--- config.mk ---
export PLATFORM = sky130hd
export DESIGN_NAME = debounced_cue_latch_with_timeout_flat
export DESIGN_NICKNAME = d
export VERILOG_FILES = /design/src/rtl/dclt_pkg.sv /design/src/rtl/dclt_if.sv /design/src/rtl/dclt_csr.sv /design/src/rtl/dclt_cmp.sv /design/src/rtl/dclt_core.sv /design/src/rtl/debounced_cue_latch_with_timeout.sv /design/src/flat_wrapper.sv
export SDC_FILE = /design/constraint.sdc
export NUM_CORES = 1
export LEC_CHECK = 0
export BUFFER_PORTS_ARGS = -buffer_cell sky130_fd_sc_hd__buf_4
export CORE_MARGIN = 2
export CORE_UTILIZATION = 35
export CTS_CLUSTER_SIZE = 10
export DETAILED_ROUTE_END_ITERATION = 6
export GPL_TIMING_DRIVEN = 0
export PLACE_DENSITY = 0.49
export SYNTH_ARGS = -nofsm -noshare
export SYNTH_HDL_FRONTEND = slang
export SYNTH_HIERARCHICAL = 1
export SYNTH_SLANG_ARGS = --single-unit
--- constraint.sdc ---
create_clock -name clock -period 7.1 [get_ports clock]
set_input_delay 0.71 -clock clock [delete_from_list [all_inputs] [get_ports clock]]
set_output_delay 0.71 -clock clock [all_outputs]
set_load 0.05 [all_outputs]
--- src/rtl/dclt_pkg.sv ---
// ----------------------------------------------------------------------------
// dclt_pkg: shared types and constants for the debounced cue latch
// Input modes, register map, configuration bundle and the request format of
// the shared subtract-and-compare unit.
// ----------------------------------------------------------------------------
`default_nettype none

package dclt_pkg;

   // input item modes
   localparam logic [1:0] MODE_SCAN    = 2'd0;
   localparam logic [1:0] MODE_TRIGGER = 2'd1;
   localparam logic [1:0] MODE_RELEASE = 2'd2;

   // register map: word index taken from paddr[2]
   localparam int         CSR_ADDR_W   = 3;
   localparam logic       REG_DEBOUNCE = 1'b0;
   localparam logic       REG_AUTO     = 1'b1;

   localparam logic [15:0] DEBOUNCE_RESET = 16'd50;
   localparam logic [23:0] AUTO_RESET     = 24'd0;

   typedef struct packed {
      logic [15:0] debounce_ms;
      logic [23:0] auto_release_ms;
   } cfg_type;

   // elapsed = minuend - subtrahend (wrapping), compared against limit
   typedef struct packed {
      logic [31:0] minuend;
      logic [31:0] subtrahend;
      logic [31:0] limit;
   } cmp_req_type;

endpackage

`default_nettype wire

--- src/rtl/dclt_if.sv ---
// ----------------------------------------------------------------------------
// dclt_if: valid/ready channels of the debounced cue latch
// Input channel carries scan or manual items, result channel carries one
// state change per transfer.
// ----------------------------------------------------------------------------
`default_nettype none

interface dclt_req_if;
   logic        valid;
   logic        ready;
   logic [1:0]  mode;
   logic [3:0]  button_levels;
   logic [3:0]  cue_index;
   logic [31:0] now_ms;

   modport source (output valid, mode, button_levels, cue_index, now_ms, input ready);
   modport sink   (input valid, mode, button_levels, cue_index, now_ms, output ready);
endinterface

interface dclt_rsp_if;
   logic       valid;
   logic       ready;
   logic [3:0] changed_cue;
   logic       now_active;
   logic [3:0] led_bits;
   logic       last_change;

   modport source (output valid, changed_cue, now_active, led_bits, last_change,
                   input ready);
   modport sink   (input valid, changed_cue, now_active, led_bits, last_change,
                   output ready);
endinterface

`default_nettype wire

--- src/rtl/dclt_csr.sv ---
// ----------------------------------------------------------------------------
// dclt_csr: configuration registers
// APB-style write and read of the debounce and auto-release times.
// ----------------------------------------------------------------------------
`default_nettype none

module dclt_csr (
   input  wire                               clock,
   input  wire                               reset,
   input  wire                               csr_psel,
   input  wire                               csr_penable,
   input  wire                               csr_pwrite,
   input  wire  [dclt_pkg::CSR_ADDR_W-1:0]   csr_paddr,
   input  wire  [31:0]                       csr_pwdata,
   output logic [31:0]                       csr_prdata,
   output logic                              csr_pready,
   output dclt_pkg::cfg_type                 cfg
);

   dclt_pkg::cfg_type cfg_ff, cfg_in;
   logic              wr_en;

   assign csr_pready = 1'b1;
   assign wr_en      = csr_psel && csr_penable && csr_pwrite;
   assign cfg        = cfg_ff;

   always_comb begin
      cfg_in = cfg_ff;
      if (wr_en) begin
         case (csr_paddr[2])
            dclt_pkg::REG_DEBOUNCE: cfg_in.debounce_ms     = csr_pwdata[15:0];
            dclt_pkg::REG_AUTO:     cfg_in.auto_release_ms = csr_pwdata[23:0];
            default: ;
         endcase
      end
   end

   always_comb begin
      case (csr_paddr[2])
         dclt_pkg::REG_DEBOUNCE: csr_prdata = 32'(cfg_ff.debounce_ms);
         dclt_pkg::REG_AUTO:     csr_prdata = 32'(cfg_ff.auto_release_ms);
         default:                csr_prdata = 32'd0;
      endcase
   end

   always_ff @(posedge clock) begin
      if (reset) begin
         cfg_ff.debounce_ms     <= dclt_pkg::DEBOUNCE_RESET;
         cfg_ff.auto_release_ms <= dclt_pkg::AUTO_RESET;
      end else begin
         cfg_ff <= cfg_in;
      end
   end

endmodule

`default_nettype wire

--- src/rtl/dclt_cmp.sv ---
// ----------------------------------------------------------------------------
// dclt_cmp: shared elapsed-time comparator
// Wrapping 32-bit subtraction followed by an unsigned at-least compare.
// ----------------------------------------------------------------------------
`default_nettype none

module dclt_cmp (
   input  dclt_pkg::cmp_req_type cmp_req,
   output logic                  elapsed
);

   logic [31:0] diff;

   assign diff    = cmp_req.minuend - cmp_req.subtrahend;
   assign elapsed = (diff >= cmp_req.limit);

endmodule

`default_nettype wire

--- src/rtl/dclt_core.sv ---
// ----------------------------------------------------------------------------
// dclt_core: channel sequencer and cue state
// Scan items: each channel in turn, a debounce step then an auto-release step,
// both through the shared comparator; manual items visit one cue. Changes are
// staged so that the final one of an item can be flagged before it leaves.
// ----------------------------------------------------------------------------
`default_nettype none

module dclt_core #(
   parameter int CUE_COUNT = 4
) (
   input  wire                    clock,
   input  wire                    reset,
   input  dclt_pkg::cfg_type      cfg,
   dclt_req_if.sink               req,
   dclt_rsp_if.source             rsp,
   output dclt_pkg::cmp_req_type  cmp_req,
   input  wire                    cmp_elapsed
);

   localparam int IDX_W = (CUE_COUNT > 1) ? $clog2(CUE_COUNT) : 1;
   localparam logic [IDX_W-1:0] LAST_CH = IDX_W'(CUE_COUNT - 1);

   localparam logic [2:0] S_IDLE  = 3'd0;
   localparam logic [2:0] S_DEB   = 3'd1;
   localparam logic [2:0] S_AUTO  = 3'd2;
   localparam logic [2:0] S_MAN   = 3'd3;
   localparam logic [2:0] S_FLUSH = 3'd4;

   logic [2:0]            state_ff, state_in;
   logic [IDX_W-1:0]      ch_ff, ch_in;
   logic [3:0]            levels_ff, levels_in;
   logic [31:0]           now_ff, now_in;
   logic                  act_req_ff, act_req_in;
   logic                  idx_ok_ff, idx_ok_in;

   logic [CUE_COUNT-1:0]  active_ff, active_in;
   logic [CUE_COUNT-1:0]  seen_ff, seen_in;
   logic [31:0]           cstamp_ff [CUE_COUNT];
   logic [31:0]           cstamp_in [CUE_COUNT];
   logic [31:0]           bstamp_ff [CUE_COUNT];
   logic [31:0]           bstamp_in [CUE_COUNT];

   logic                  pend_valid_ff, pend_valid_in;
   logic [3:0]            pend_cue_ff, pend_cue_in;
   logic                  pend_act_ff, pend_act_in;
   logic [3:0]            pend_led_ff, pend_led_in;

   logic                  out_valid_ff, out_valid_in;
   logic [3:0]            out_cue_ff, out_cue_in;
   logic                  out_act_ff, out_act_in;
   logic [3:0]            out_led_ff, out_led_in;
   logic                  out_last_ff, out_last_in;

   logic [15:0]           lvl_ext;
   logic [15:0]           lvl_shift;
   logic                  level;
   logic                  cur_act;
   logic                  cur_seen;
   logic                  deb_take;
   logic                  chg;
   logic                  new_act;
   logic [CUE_COUNT-1:0]  new_vec;
   logic [15:0]           led_ext;
   logic                  can_push;
   logic                  stall;
   logic                  advance;

   assign req.ready       = (state_ff == S_IDLE);
   assign rsp.valid       = out_valid_ff;
   assign rsp.changed_cue = out_cue_ff;
   assign rsp.now_active  = out_act_ff;
   assign rsp.led_bits    = out_led_ff;
   assign rsp.last_change = out_last_ff;

   // channels without a button bit read as released
   assign lvl_ext   = {12'hfff, levels_ff};
   assign lvl_shift = lvl_ext >> ch_ff;
   assign level     = lvl_shift[0];
   assign cur_act   = active_ff[ch_ff];
   assign cur_seen  = seen_ff[ch_ff];

   always_comb begin
      cmp_req.minuend = now_ff;
      if (state_ff == S_AUTO) begin
         cmp_req.subtrahend = cstamp_ff[ch_ff];
         cmp_req.limit      = 32'(cfg.auto_release_ms);
      end else begin
         cmp_req.subtrahend = bstamp_ff[ch_ff];
         cmp_req.limit      = 32'(cfg.debounce_ms);
      end
   end

   assign deb_take = (state_ff == S_DEB) && (level != cur_seen) && cmp_elapsed;

   always_comb begin
      chg     = 1'b0;
      new_act = 1'b0;
      case (state_ff)
         S_DEB: begin
            new_act = !level;
            chg     = deb_take && (cur_act != !level);
         end
         S_AUTO: begin
            new_act = 1'b0;
            chg     = cur_act && (cfg.auto_release_ms != 24'd0) && cmp_elapsed;
         end
         S_MAN: begin
            new_act = act_req_ff;
            chg     = idx_ok_ff && (cur_act != act_req_ff);
         end
         default: ;
      endcase
   end

   always_comb begin
      new_vec        = active_ff;
      new_vec[ch_ff] = new_act;
   end
   assign led_ext = 16'(new_vec);

   assign can_push = !out_valid_ff || rsp.ready;
   // hold while a staged change has nowhere to go
   assign stall    = pend_valid_ff && !can_push && (chg || (state_ff == S_FLUSH));
   assign advance  = !stall;

   always_comb begin
      state_in      = state_ff;
      ch_in         = ch_ff;
      levels_in     = levels_ff;
      now_in        = now_ff;
      act_req_in    = act_req_ff;
      idx_ok_in     = idx_ok_ff;
      active_in     = active_ff;
      seen_in       = seen_ff;
      cstamp_in     = cstamp_ff;
      bstamp_in     = bstamp_ff;
      pend_valid_in = pend_valid_ff;
      pend_cue_in   = pend_cue_ff;
      pend_act_in   = pend_act_ff;
      pend_led_in   = pend_led_ff;
      out_valid_in  = out_valid_ff && !rsp.ready;
      out_cue_in    = out_cue_ff;
      out_act_in    = out_act_ff;
      out_led_in    = out_led_ff;
      out_last_in   = out_last_ff;

      case (state_ff)
         S_IDLE: begin
            if (req.valid) begin
               levels_in  = req.button_levels;
               now_in     = req.now_ms;
               act_req_in = (req.mode == dclt_pkg::MODE_TRIGGER);
               idx_ok_in  = (32'(req.cue_index) < CUE_COUNT);
               ch_in      = '0;
               case (req.mode)
                  dclt_pkg::MODE_SCAN: state_in = S_DEB;
                  dclt_pkg::MODE_TRIGGER,
                  dclt_pkg::MODE_RELEASE: begin
                     state_in = S_MAN;
                     if (32'(req.cue_index) < CUE_COUNT) begin
                        ch_in = req.cue_index[IDX_W-1:0];
                     end
                  end
                  default: state_in = S_FLUSH;
               endcase
            end
         end
         S_DEB: begin
            if (advance) begin
               if (deb_take) begin
                  seen_in[ch_ff]   = level;
                  bstamp_in[ch_ff] = now_ff;
               end
               state_in = S_AUTO;
            end
         end
         S_AUTO: begin
            if (advance) begin
               if (ch_ff == LAST_CH) begin
                  state_in = S_FLUSH;
               end else begin
                  ch_in    = ch_ff + IDX_W'(1);
                  state_in = S_DEB;
               end
            end
         end
         S_MAN: begin
            if (advance) begin
               state_in = S_FLUSH;
            end
         end
         S_FLUSH: begin
            if (advance) begin
               // release the staged change as the final one of this item
               if (pend_valid_ff) begin
                  out_valid_in  = 1'b1;
                  out_cue_in    = pend_cue_ff;
                  out_act_in    = pend_act_ff;
                  out_led_in    = pend_led_ff;
                  out_last_in   = 1'b1;
                  pend_valid_in = 1'b0;
               end
               state_in = S_IDLE;
            end
         end
         default: state_in = S_IDLE;
      endcase

      if (chg && advance) begin
         active_in[ch_ff] = new_act;
         cstamp_in[ch_ff] = now_ff;
         // a newer change proves the staged one is not the last
         if (pend_valid_ff) begin
            out_valid_in = 1'b1;
            out_cue_in   = pend_cue_ff;
            out_act_in   = pend_act_ff;
            out_led_in   = pend_led_ff;
            out_last_in  = 1'b0;
         end
         pend_valid_in = 1'b1;
         pend_cue_in   = 4'(ch_ff);
         pend_act_in   = new_act;
         pend_led_in   = led_ext[3:0];
      end
   end

   always_ff @(posedge clock) begin
      if (reset) begin
         state_ff      <= S_IDLE;
         ch_ff         <= '0;
         active_ff     <= '0;
         seen_ff       <= '1;
         pend_valid_ff <= 1'b0;
         out_valid_ff  <= 1'b0;
         for (int i = 0; i < CUE_COUNT; i++) begin
            cstamp_ff[i] <= 32'd0;
            bstamp_ff[i] <= 32'd0;
         end
      end else begin
         state_ff      <= state_in;
         ch_ff         <= ch_in;
         active_ff     <= active_in;
         seen_ff       <= seen_in;
         pend_valid_ff <= pend_valid_in;
         out_valid_ff  <= out_valid_in;
         cstamp_ff     <= cstamp_in;
         bstamp_ff     <= bstamp_in;
      end
   end

   always_ff @(posedge clock) begin
      levels_ff   <= levels_in;
      now_ff      <= now_in;
      act_req_ff  <= act_req_in;
      idx_ok_ff   <= idx_ok_in;
      pend_cue_ff <= pend_cue_in;
      pend_act_ff <= pend_act_in;
      pend_led_ff <= pend_led_in;
      out_cue_ff  <= out_cue_in;
      out_act_ff  <= out_act_in;
      out_led_ff  <= out_led_in;
      out_last_ff <= out_last_in;
   end

endmodule

`default_nettype wire

--- src/rtl/debounced_cue_latch_with_timeout.sv ---
// Scan item: one step to take the item, two comparator steps per channel (debounce,
// auto release) and one to flag the last result. Trigger or release item: take,
// one manual step, flag. Steps are held only while the result register is full.
// A result may wait in the output register while the next item is taken.
// Synchronous reset: all cues inactive, buttons released, stamps zero,
// debounce 50 ms, auto release disabled.
// ----------------------------------------------------------------------------
// debounced_cue_latch_with_timeout: top level
// Lockout debouncer for active-low cue buttons with optional auto release,
// built around one shared elapsed-time comparator under a channel sequencer.
// ----------------------------------------------------------------------------
`default_nettype none

module debounced_cue_latch_with_timeout #(
   parameter int CUE_COUNT = 4
) (
   input  wire                               clock,
   input  wire                               reset,
   input  wire                               csr_psel,
   input  wire                               csr_penable,
   input  wire                               csr_pwrite,
   input  wire  [dclt_pkg::CSR_ADDR_W-1:0]   csr_paddr,
   input  wire  [31:0]                       csr_pwdata,
   output logic [31:0]                       csr_prdata,
   output logic                              csr_pready,
   dclt_req_if.sink                          req_chan,
   dclt_rsp_if.source                        rsp_chan
);

   dclt_pkg::cfg_type     cfg;
   dclt_pkg::cmp_req_type cmp_req;
   logic                  cmp_elapsed;

   dclt_csr u_csr (
      .clock       (clock),
      .reset       (reset),
      .csr_psel    (csr_psel),
      .csr_penable (csr_penable),
      .csr_pwrite  (csr_pwrite),
      .csr_paddr   (csr_paddr),
      .csr_pwdata  (csr_pwdata),
      .csr_prdata  (csr_prdata),
      .csr_pready  (csr_pready),
      .cfg         (cfg)
   );

   dclt_cmp u_cmp (
      .cmp_req (cmp_req),
      .elapsed (cmp_elapsed)
   );

   dclt_core #(
      .CUE_COUNT (CUE_COUNT)
   ) u_core (
      .clock       (clock),
      .reset       (reset),
      .cfg         (cfg),
      .req         (req_chan),
      .rsp         (rsp_chan),
      .cmp_req     (cmp_req),
      .cmp_elapsed (cmp_elapsed)
   );

endmodule

`default_nettype wire

--- src/flat_wrapper.sv ---
// flat-port wrapper written by rule: the top's interface ports become plain ports
module debounced_cue_latch_with_timeout_flat 
#(
   parameter int CUE_COUNT = 4
)
  (clock, reset, csr_psel, csr_penable, csr_pwrite, csr_paddr, csr_pwdata, csr_prdata, csr_pready, req_chan_valid, req_chan_mode, req_chan_button_levels, req_chan_cue_index, req_chan_now_ms, req_chan_ready, rsp_chan_valid, rsp_chan_changed_cue, rsp_chan_now_active, rsp_chan_led_bits, rsp_chan_last_change, rsp_chan_ready);
  dclt_req_if req_chan_i ();
  dclt_rsp_if rsp_chan_i ();
  input  wire clock;
  input  wire reset;
  input  wire csr_psel;
  input  wire csr_penable;
  input  wire csr_pwrite;
  input  wire  [dclt_pkg::CSR_ADDR_W-1:0] csr_paddr;
  input  wire  [31:0] csr_pwdata;
  output logic [31:0] csr_prdata;
  output logic csr_pready;
  input wire logic [$bits(req_chan_i.valid)-1:0] req_chan_valid;
  input wire logic [$bits(req_chan_i.mode)-1:0] req_chan_mode;
  input wire logic [$bits(req_chan_i.button_levels)-1:0] req_chan_button_levels;
  input wire logic [$bits(req_chan_i.cue_index)-1:0] req_chan_cue_index;
  input wire logic [$bits(req_chan_i.now_ms)-1:0] req_chan_now_ms;
  output wire logic [$bits(req_chan_i.ready)-1:0] req_chan_ready;
  output wire logic [$bits(rsp_chan_i.valid)-1:0] rsp_chan_valid;
  output wire logic [$bits(rsp_chan_i.changed_cue)-1:0] rsp_chan_changed_cue;
  output wire logic [$bits(rsp_chan_i.now_active)-1:0] rsp_chan_now_active;
  output wire logic [$bits(rsp_chan_i.led_bits)-1:0] rsp_chan_led_bits;
  output wire logic [$bits(rsp_chan_i.last_change)-1:0] rsp_chan_last_change;
  input wire logic [$bits(rsp_chan_i.ready)-1:0] rsp_chan_ready;
  assign req_chan_i.valid = req_chan_valid;
  assign req_chan_i.mode = req_chan_mode;
  assign req_chan_i.button_levels = req_chan_button_levels;
  assign req_chan_i.cue_index = req_chan_cue_index;
  assign req_chan_i.now_ms = req_chan_now_ms;
  assign req_chan_ready = req_chan_i.ready;
  assign rsp_chan_valid = rsp_chan_i.valid;
  assign rsp_chan_changed_cue = rsp_chan_i.changed_cue;
  assign rsp_chan_now_active = rsp_chan_i.now_active;
  assign rsp_chan_led_bits = rsp_chan_i.led_bits;
  assign rsp_chan_last_change = rsp_chan_i.last_change;
  assign rsp_chan_i.ready = rsp_chan_ready;
  debounced_cue_latch_with_timeout #(.CUE_COUNT(CUE_COUNT)) u_core (.clock(clock), .reset(reset), .csr_psel(csr_psel), .csr_penable(csr_penable), .csr_pwrite(csr_pwrite), .csr_paddr(csr_paddr), .csr_pwdata(csr_pwdata), .csr_prdata(csr_prdata), .csr_pready(csr_pready), .req_chan(req_chan_i), .rsp_chan(rsp_chan_i));
endmodule
**Word-level counts from Yosys, hierarchy flattened**

Index checks and enable logic that the tools add are counted.

- Register bits after elaboration: 366
- Word-level logic and storage cells: 154

- Add/subtract/negate cells: 2
- Magnitude comparators: 6
- Eq/ne operators: 17
- Shifts and indexed selects: 1
- Mux-type cells: 64
- Bitwise logic cells: 3
- Reductions and logical operators: 34

Operator list:

| operator | count |
|---|---|
| $bwmux W128 | 2 |
| $mux W32 | 5 |
| $bmux W32 S2 | 2 |
| $demux W32 S2 | 1 |
| $mux W64 | 1 |
| $pmux W32 S2 | 1 |
| $mux W4 | 10 |
| $ge A32 B32 Y1 | 1 |
| $sub A32 B32 Y32 | 1 |
| $reduce_bool A24 Y1 | 1 |
| $mux W1 | 21 |
| $mux W3 | 6 |
| $shr A16 B2 Y1 | 1 |
| $pmux W3 S5 | 1 |
| $logic_and A1 B1 Y1 | 14 |
| $ne A2 B2 Y1 const B | 6 |
| $mux W2 | 5 |
| $bwmux W4 | 2 |
| $reduce_and A2 Y1 | 4 |
| $eq A3 B2 Y1 const B | 2 |
| $pmux W3 S2 | 1 |
| $logic_not A1 Y1 | 5 |
| $reduce_and A5 Y1 | 1 |
| $bmux W1 S2 | 2 |
| 25 further kinds | 31 |

**Longest topological paths before layout**

Gate-level depths: netlist of run 1.

- Word-level depth: 16
- Depth in mapped cells: 29
- Gate-level depth less buffers: 24

**By module**

The synthesis of run 1 kept the hierarchy.

Modules (own cells, without submodules):

| module | times used | cells each | area an instance (µm²) | seq. area each (µm²) |
|---|---|---|---|---|
| dclt_core | 1 | 1,490 | 14,357.5 | 7,076.8 |
| dclt_cmp | 1 | 374 | 2,641.3 | 0.0 |
| dclt_csr | 1 | 200 | 2,049.5 | 800.8 |

**Worst setup path after synthesis of run 1**

No wires, ideal clock.

- Kind: reg2reg
- From: register u_core.u_core.ch_ff[0]
- To: register with a tool-made name
- Arrival time: 5.967 ns
- Required time: 6.765 ns
- Setup slack: 0.799 ns
- Cell stages (with the launch flop): 26
- Path buffers: 4
- Clock period less this slack: 6.301 ns
- Cells stage by stage: dfxtp_1 -> buf_2 -> buf_1 -> buf_2 -> mux4_2 -> nand2_1 -> nand2_1 -> inv_1 -> ha_1 -> a21o_1 -> a221oi_2 -> o21ai_2 -> a311oi_4 -> o41ai_1 -> a31oi_1 -> xnor2_1 -> ha_1 -> nand4_1 -> a2111oi_0 -> o31ai_1 -> o211ai_1 -> nor4b_2 -> o21a_1 -> buf_6 -> o41ai_4 -> inv_1

RTL lines:

| what | RTL line | source |
|---|---|---|
| start, declared | dclt_core.sv:31 | `logic [IDX_W-1:0] ch_ff, ch_in;` |
| start signal, assigned | dclt_core.sv:242 | `ch_ff <= ch_in;` |

==> run_summary.xml, run 1 <==
<?xml version="1.0" encoding="UTF-8"?>
<metrics>
  <group name="run_status">
    <metric name="run_status" unit="">completed</metric>
  </group>
  <group name="route">
    <metric name="first_pass_iteration_count_of_the_detailed_router" unit="">5</metric>
    <metric name="detail_route.wl_per_cell" unit="µm">20.8</metric>
    <metric name="drt-initial-drc-count" unit="">971</metric>
    <metric name="drt_drc_violations_left" unit="">0</metric>
    <metric name="via_per_inst" unit="">5.20</metric>
    <metric name="drt-total-wl" unit="µm">61800</metric>
    <metric name="drtAntennaViolNets" unit="">0</metric>
    <metric name="vias" unit="">15413</metric>
  </group>
  <group name="setup_path">
    <metric name="worstPathArrival" unit="ns">7.32</metric>
    <metric name="worst-endpoint-required" unit="ns">7.60</metric>
    <metric name="worstSetupStartpointType" unit="">flop</metric>
    <metric name="cp.buffers_inverters" unit="">9</metric>
    <metric name="timing.setup.critical_path_class" unit="">reg2reg</metric>
    <metric name="critPathMostFrequentCell" unit="">sky130_fd_sc_hd__a21o_1</metric>
    <metric name="path_max_fanout" unit="">10</metric>
    <metric name="critical-path-top-delay-family" unit="">compound AO/OA/AOI/OAI gates</metric>
    <metric name="timing.critical_path.to_type" unit="">flop</metric>
    <metric name="critical_path.max_stage_delay" unit="ns">0.50</metric>
    <metric name="critPathSlowestCell" unit="">sky130_fd_sc_hd__or3b_4</metric>
  </group>
  <group name="worst_hold_path">
    <metric name="hold_path_class" unit="">in2reg</metric>
  </group>
  <group name="placed_design">
    <metric name="count_of_buffers_inserted_at_the_top_level_ports" unit="">107</metric>
    <metric name="postPlaceCellArea" unit="mm²">0.0208</metric>
    <metric name="place_congestion" unit="">0.913</metric>
    <metric name="hpwl_after_dpl" unit="µm">45300</metric>
    <metric name="total_instance_count_after_detailed_placement" unit="">2885</metric>
  </group>
  <group name="power_and_ir_drop">
    <metric name="power.clock.fraction" unit="%">40.0</metric>
    <metric name="net-switching-power" unit="mW">1.46</metric>
    <metric name="comb_power_share" unit="%">16.4</metric>
    <metric name="part_of_the_total_power_dissipated_in_sequential_elements" unit="%">43.6</metric>
    <metric name="cellInternalPower" unit="mW">3.65</metric>
    <metric name="power.density" unit="mW/mm²">228</metric>
    <metric name="finalPower" unit="mW">5.11</metric>
    <metric name="max-vdd-ir-drop" unit="V">0.000136</metric>
    <metric name="switching_share" unit="%">28.6</metric>
    <metric name="leakage" unit="nW">9.02</metric>
  </group>
  <group name="final_layout">
    <metric name="seq_area" unit="mm²">0.00788</metric>
    <metric name="area_growth_syn_to_layout" unit="%">17.7</metric>
    <metric name="multi_input_area" unit="mm²">0.0103</metric>
    <metric name="final_cell_area" unit="mm²">0.0224</metric>
    <metric name="final_util" unit="%">41.7</metric>
    <metric name="antennaDiodeCount" unit="">0</metric>
    <metric name="post_route_cells_drive_above_1_share" unit="%">17.4</metric>
    <metric name="nFillCells" unit="">5312</metric>
    <metric name="finalNonFillerCells" unit="">2966</metric>
    <metric name="layout.nets" unit="">2401</metric>
  </group>
  <group name="sta">
    <metric name="final_number_of_max_transition_violations" unit="">0</metric>
    <metric name="final-hold-violation-count" unit="">0</metric>
    <metric name="slew_headroom" unit="%">36.2</metric>
    <metric name="report.final.setup_viol" unit="">0</metric>
    <metric name="fin_crit_sh" unit="%">96.0</metric>
    <metric name="timing.fmax" unit="MHz">147</metric>
    <metric name="final.min_clock_period" unit="ns">6.82</metric>
    <metric name="timing_worst_slew_pin_value" unit="ns">0.957</metric>
    <metric name="finalClockSkew" unit="ns">0.0132</metric>
  </group>
  <group name="global_routing">
    <metric name="grt-ovfl-total" unit="">0</metric>
    <metric name="total_routing_resource_utilization_after_global_routing" unit="%">21.8</metric>
    <metric name="grt_antenna_before_repair" unit="">0</metric>
    <metric name="grt_pass1_wl" unit="µm">93400</metric>
    <metric name="grt_start_max_net_pins" unit="">13</metric>
    <metric name="first_global_vias" unit="">15381</metric>
  </group>
  <group name="clock_tree">
    <metric name="cts_buffers" unit="">44</metric>
    <metric name="cts.root.buffer_cell" unit="">sky130_fd_sc_hd__clkbuf_16</metric>
    <metric name="cts.sinks" unit="">366</metric>
    <metric name="cts_max_level" unit="">2</metric>
    <metric name="worst_skew_pair.late_latency" unit="ns">0.58</metric>
    <metric name="tritoncts" unit="">built</metric>
    <metric name="cts-hold-fix-buffers" unit="">0</metric>
    <metric name="clkSlewWorstSetupHoldPaths" unit="ns">0.06</metric>
    <metric name="ctsLongestPathBuffers" unit="">3</metric>
  </group>
  <group name="synth">
    <metric name="postSynth.asyncResetShare" unit="%">0</metric>
    <metric name="yosys_most_used_dff" unit="">sky130_fd_sc_hd__dfxtp_1</metric>
    <metric name="yosys_warnings" unit="">6</metric>
    <metric name="post_synthesis_mean_instance_area" unit="µm²">9.23</metric>
    <metric name="synth_enable_flop_cells" unit="">55</metric>
    <metric name="post_synthesis_instance_area" unit="mm²">0.0190</metric>
    <metric name="postSynthRegisterBits" unit="">366</metric>
    <metric name="synth_cells" unit="">2064</metric>
    <metric name="number_of_different_library_cells_in_the_post_synthesis_netlist" unit="">82</metric>
    <metric name="synth.yosys.seq_area_share" unit="%">41.4</metric>
  </group>
  <group name="job">
    <metric name="drv.max_cap_violation_count" unit="">0</metric>
  </group>
  <group name="die">
    <metric name="chipWidth" unit="µm">237</metric>
    <metric name="placementRows" unit="">85</metric>
    <metric name="core-area" unit="mm²">0.0538</metric>
    <metric name="initial_utilization" unit="%">35.4</metric>
    <metric name="design.die.area" unit="mm²">0.0563</metric>
    <metric name="die_y" unit="µm">237</metric>
    <metric name="ioPinCount" unit="">129</metric>
  </group>
</metrics>
## final timing paths
path	startpoint	endpoint	slack, ns	cells past startpoint
worst max register to register	u_core/u_core/state_ff[1]	u_core/u_core/cstamp_ff[108]	0.28	29
worst max-delay path	u_core/u_core/state_ff[1]	u_core/u_core/cstamp_ff[108]	0.28	29
worst min-delay path	req_chan_now_ms[0]	u_core/u_core/now_ff[0]	0.31	1
worst min register to register	u_core/u_core/bstamp_ff[44]	u_core/u_core/bstamp_ff[44]	0.45	2
## power groups by stage
stage / clock, mW / sequential, mW / combinational, mW
5_1_grt: 2.18 / 2.23 / 0.913
2_1_floorplan: 0 / 2.25 / 0.538
6_report: 2.04 / 2.23 / 0.837
4_1_cts: 2.10 / 2.23 / 0.823
3_3_place_gp: 0 / 2.28 / 0.788
3_5_place_dp: 0 / 2.27 / 0.806
## synthesized netlist by cell type, drive strengths merged, types with 33 or more instances
master | n | area (µm²)
a21oi | 177 | 886
dfxtp | 311 | 6230
nand2 | 594 | 2230
mux2i | 181 | 1810
nand2b | 68 | 425
mux4 | 67 | 1510
clkbuf | 92 | 345
nor2 | 33 | 126
buf | 61 | 435
edfxtp | 55 | 1650
inv | 73 | 274
ha | 69 | 863
## area by class of cell
cell class | count | share of cell area (%)
multi-input cells | 1486 | 45.9
flip-flops and latches | 366 | 35.1
clock buffers | 63 | 5.36
repair buffers | 125 | 4.44
well taps | 696 | 3.88
plain buffers | 151 | 3.87
inverters | 73 | 1.22
clock inverters | 6 | 0.201
## worst register-to-register path: cells and delay by family, from the launching register on
family	cells	cell delay [ns]
fa+ha+maj	2	0.52
buf+inv	9	1.73
simple gates	5	0.95
compound gates	11	2.50
mux	2	0.61
flops	1	0.43
## state kept, by name (all words and copies together), names as in the netlist, 3 cells and up, named ones only
| signal | cells |
|---|---|
| u_core/u_csr/cfg | 40 |
| u_core/u_core/levels_ff | 4 |
| u_core/u_core/seen_ff | 4 |
| u_core/u_core/state_ff | 3 |
| u_core/u_core/pend_led_ff | 4 |
| u_core/u_core/bstamp_ff | 128 |
| u_core/u_core/cstamp_ff | 128 |
| u_core/u_core/active_ff | 4 |
| u_core/u_core/now_ff | 32 |
## per-layer routing
layer | wire length (µm) | global-route usage, % | vias to the layer above | share of wire, %
li1 | - | - | 7435 | -
met1 | 27600 | 28.6 | 7495 | 45
met2 | 29100 | 36.5 | 388 | 47
met3 | 3290 | 3.82 | 95 | 5.3
met4 | 1790 | 7.05 | 0 | 2.9
met5 | 0 | 0 | - | 0
## placed cells by master, fill, tap and decap left out, types with 26 or more instances in the layout
| cell | n |
|---|---|
| sky130_fd_sc_hd__mux2i_1 | 181 |
| sky130_fd_sc_hd__a21oi_1 | 174 |
| sky130_fd_sc_hd__mux4_2 | 67 |
| sky130_fd_sc_hd__nor2_1 | 32 |
| sky130_fd_sc_hd__ha_1 | 69 |
| sky130_fd_sc_hd__a21o_1 | 30 |
| sky130_fd_sc_hd__dfxtp_1 | 310 |
| sky130_fd_sc_hd__edfxtp_1 | 55 |
| sky130_fd_sc_hd__nand2_1 | 594 |
| sky130_fd_sc_hd__nand2b_1 | 68 |
| sky130_fd_sc_hd__inv_1 | 72 |
| sky130_fd_sc_hd__clkbuf_2 | 26 |
| sky130_fd_sc_hd__clkbuf_16 | 44 |
| sky130_fd_sc_hd__buf_4 | 141 |
| sky130_fd_sc_hd__clkbuf_1 | 73 |
## stage by stage
step           worst slack [ns]  TNS (ns)  hold WS [ns]
3_5_place_dp              -1.59   -316.99         0.445
3_3_place_gp              -1.61   -327.39         0.439
2_1_floorplan             0.799         0         0.432
4_1_cts                  0.0374         0         0.278
5_1_grt                 -0.0466     -1.20         0.281
6_report                  0.283         0         0.307
## kinds of logic after synthesis
family	share of synthesized area [%]
AND/OR/NAND/NOR	18.4
flip-flops	41.4
AO/OA/AOI/OAI	9.91
multiplexers	18.7
buffers and inverters	5.54
adder cells (fa/ha/maj)	4.64
XOR/XNOR	1.47
other	0.0591
## repair_timing
action | 4_1_cts | 5_1_grt
endpoints found under the hold margin | 0 | 0
pin swaps | 6 | 1
setup endpoints to repair | 298 | 296
gates resized for setup | 55 | 42
setup buffers | 12 | 2
Note: power is estimated with default switching activity, not from simulation.
==> run 2, diff against run 1 <==
--- a/config.mk
+++ b/config.mk
@@ -8,6 +8,7 @@
 export BUFFER_PORTS_ARGS = -buffer_cell sky130_fd_sc_hd__buf_4
 export CORE_MARGIN = 2
 export CORE_UTILIZATION = 35
+export CTS_BUF_LIST = sky130_fd_sc_hd__clkbuf_8
 export CTS_CLUSTER_SIZE = 10
 export DETAILED_ROUTE_END_ITERATION = 6
 export GPL_TIMING_DRIVEN = 0
@@ -16,3 +17,4 @@
 export SYNTH_HDL_FRONTEND = slang
 export SYNTH_HIERARCHICAL = 1
 export SYNTH_SLANG_ARGS = --single-unit
+export TNS_END_PERCENT = 30
==> constraint.sdc (replaced) <==
create_clock -name clock -period 7.1 [get_ports clock]
set_input_delay 1.42 -clock clock [delete_from_list [all_inputs] [get_ports clock]]
set_output_delay 1.42 -clock clock [all_outputs]
set_load 0.05 [all_outputs]
==> run_summary.xml, run 2 (same netlist as run 1, synthesis figures left out) <==
<?xml version="1.0" encoding="UTF-8"?>
<metrics>
  <group name="setup_path">
    <metric name="worst-endpoint-required" unit="ns">7.65</metric>
    <metric name="critPathSlowestCell" unit="">sky130_fd_sc_hd__or3b_4</metric>
    <metric name="timing.critical_path.to_type" unit="">flop</metric>
    <metric name="setup.reg_to_reg.worst_slack" unit="ns">0.29</metric>
    <metric name="path_max_fanout" unit="">10</metric>
    <metric name="timing.setup.critical_path_class" unit="">reg2reg</metric>
    <metric name="critical_path.max_stage_delay" unit="ns">0.50</metric>
    <metric name="worstSetupStartpointType" unit="">flop</metric>
    <metric name="worstPathArrival" unit="ns">7.37</metric>
    <metric name="critPathMostFrequentCell" unit="">sky130_fd_sc_hd__a21o_1</metric>
  </group>
  <group name="sta">
    <metric name="fin_worst_hold_slack" unit="ns">0.451</metric>
    <metric name="fin_crit_sh" unit="%">96.0</metric>
    <metric name="final-hold-violation-count" unit="">0</metric>
    <metric name="finalClockSkew" unit="ns">0.0436</metric>
    <metric name="setup_repair_after_global_routing_missed_its_margin" unit="">no</metric>
    <metric name="timing.fmax" unit="MHz">147</metric>
    <metric name="final_number_of_max_transition_violations" unit="">0</metric>
    <metric name="slew_headroom" unit="%">38.0</metric>
    <metric name="timing_worst_slew_pin_value" unit="ns">0.930</metric>
    <metric name="final.min_clock_period" unit="ns">6.81</metric>
    <metric name="totalNegativeSetupSlack" unit="ns">0</metric>
    <metric name="report.final.setup_viol" unit="">0</metric>
  </group>
  <group name="route">
    <metric name="via_per_inst" unit="">5.18</metric>
    <metric name="detail_route.wl_per_cell" unit="µm">20.6</metric>
    <metric name="drt_drc_violations_left" unit="">0</metric>
    <metric name="drtAntennaViolNets" unit="">0</metric>
    <metric name="drt-total-wl" unit="µm">62100</metric>
    <metric name="drt-initial-drc-count" unit="">990</metric>
    <metric name="vias" unit="">15648</metric>
    <metric name="wl_met3" unit="µm">3690</metric>
    <metric name="wl_met1" unit="µm">27700</metric>
    <metric name="first_pass_iteration_count_of_the_detailed_router" unit="">6</metric>
    <metric name="route.met2.wl" unit="µm">29100</metric>
    <metric name="highest-signal-layer" unit="">met4</metric>
  </group>
  <group name="power_and_ir_drop">
    <metric name="power.density" unit="mW/mm²">228</metric>
    <metric name="max-vdd-ir-drop" unit="V">0.000112</metric>
    <metric name="finalPower" unit="mW">5.15</metric>
    <metric name="leakage" unit="nW">9.20</metric>
  </group>
  <group name="placed_design">
    <metric name="hpwl_after_dpl" unit="µm">45300</metric>
    <metric name="total_instance_count_after_detailed_placement" unit="">2885</metric>
    <metric name="place_congestion" unit="">0.913</metric>
    <metric name="count_of_buffers_inserted_at_the_top_level_ports" unit="">107</metric>
  </group>
  <group name="die">
    <metric name="chipWidth" unit="µm">237</metric>
    <metric name="design.die.area" unit="mm²">0.0563</metric>
    <metric name="die_y" unit="µm">237</metric>
    <metric name="placementRows" unit="">85</metric>
    <metric name="ioPinCount" unit="">129</metric>
    <metric name="core-area" unit="mm²">0.0538</metric>
    <metric name="initial_utilization" unit="%">35.4</metric>
  </group>
  <group name="final_layout">
    <metric name="final_common_cell" unit="">sky130_fd_sc_hd__nand2_1</metric>
    <metric name="final_util" unit="%">42.0</metric>
    <metric name="antennaDiodeCount" unit="">0</metric>
    <metric name="area_growth_syn_to_layout" unit="%">18.6</metric>
    <metric name="post_route_cells_drive_above_1_share" unit="%">19.2</metric>
    <metric name="layout.nets" unit="">2428</metric>
    <metric name="finalNonFillerCells" unit="">3020</metric>
    <metric name="mostFrequentLayoutCells" unit="">594 x sky130_fd_sc_hd__nand2_1, 310 x sky130_fd_sc_hd__dfxtp_1, 181 x sky130_fd_sc_hd__mux2i_1, 173 x sky130_fd_sc_hd__a21oi_1, 143 x sky130_fd_sc_hd__buf_4</metric>
    <metric name="nFillCells" unit="">5323</metric>
  </group>
  <group name="clock_tree">
    <metric name="tritoncts" unit="">built</metric>
    <metric name="ctsLongestPathBuffers" unit="">3</metric>
    <metric name="cts.sinks" unit="">366</metric>
    <metric name="clkSlewWorstSetupHoldPaths" unit="ns">0.06</metric>
    <metric name="worst_skew_pair.late_latency" unit="ns">0.66</metric>
    <metric name="cts.root.buffer_cell" unit="">sky130_fd_sc_hd__clkbuf_8</metric>
    <metric name="cts_max_level" unit="">3</metric>
    <metric name="cts_buffers" unit="">68</metric>
    <metric name="cts-hold-fix-buffers" unit="">0</metric>
  </group>
  <group name="run_status">
    <metric name="run_status" unit="">completed</metric>
  </group>
  <group name="global_routing">
    <metric name="grt-ovfl-total" unit="">0</metric>
    <metric name="grt_start_max_net_pins" unit="">13</metric>
    <metric name="first_global_vias" unit="">15580</metric>
    <metric name="grt_pass1_wl" unit="µm">93600</metric>
    <metric name="total_routing_resource_utilization_after_global_routing" unit="%">21.9</metric>
    <metric name="grt_antenna_before_repair" unit="">0</metric>
  </group>
  <group name="worst_hold_path">
    <metric name="hold_path_class" unit="">reg2reg</metric>
  </group>
  <group name="job">
    <metric name="drv.max_cap_violation_count" unit="">0</metric>
  </group>
</metrics>
run 2: cell count changes in the layout (fill, tap and decap cells not counted), sizes merged:
cell           delta
clkbuf           +17
clkinv            +7
bufinv            +1
buf              +12
clkdlybuf4s15     -1
inv              +17
clkinvlp          +1
run 2: path summary, 6_finish.rpt:
check / from / endpoint / cells after the start
max: u_core/u_core/state_ff[1] / u_core/u_core/cstamp_ff[124] / 30
min reg2reg: u_core/u_core/bstamp_ff[44] / u_core/u_core/bstamp_ff[44] / 2
min: u_core/u_core/bstamp_ff[44] / u_core/u_core/bstamp_ff[44] / 2
max reg2reg: u_core/u_core/state_ff[1] / u_core/u_core/cstamp_ff[124] / 30
run 2: repair_timing:
item	CTS	global route
gates resized for setup	64	48
buffers inserted	12	4
gates cloned	0	0
pin swaps	5	3
endpoints found under the setup margin	298	291
run 2: layout make-up:
cell class | instances | area [µm²] | share of cell area (%)
multi-input cells | 1486 | 10300 | 45.6
flip-flops and latches | 366 | 7880 | 34.9
clock buffers | 88 | 1210 | 5.36
repair buffers | 127 | 1010 | 4.48
plain buffers | 152 | 871 | 3.86
well taps | 696 | 871 | 3.86
inverters | 73 | 274 | 1.21
clock inverters | 32 | 173 | 0.765
run 2: per-stage QoR:
step,worst slack (ns),area [µm²]
finish,0.286,22600
detailed placement,-1.59,20800
global placement,-1.61,20800
CTS,0.0154,22500
global route,0.0185,22600
floorplan,0.799,19100
run 2: worst max-delay path, delay by kind of cell, from the launching register on:
family                   cells  cell delay, ns
AO/OA/AOI/OAI               11            2.37
buffers and inverters       10            1.86
AND/OR/NAND/NOR              5            0.94
multiplexers                 2            0.59
adder cells (fa/ha/maj)      2            0.52
flip-flops                   1            0.43
run 2: per-layer routing:
metal,vias up,track usage (%)
li1,7529,-
met1,7575,28.3
met2,451,36.4
met3,93,4.73
met4,0,7.41
met5,-,0
run 2: where the power goes:
group	leakage (nW)	switching, mW	internal [mW]	total (mW)
Combinational	5.38	0.519	0.326	0.845
Clock	0.780	0.932	1.15	2.08
Sequential	3.04	0.0675	2.16	2.23
Total	9.20	1.52	3.64	5.15
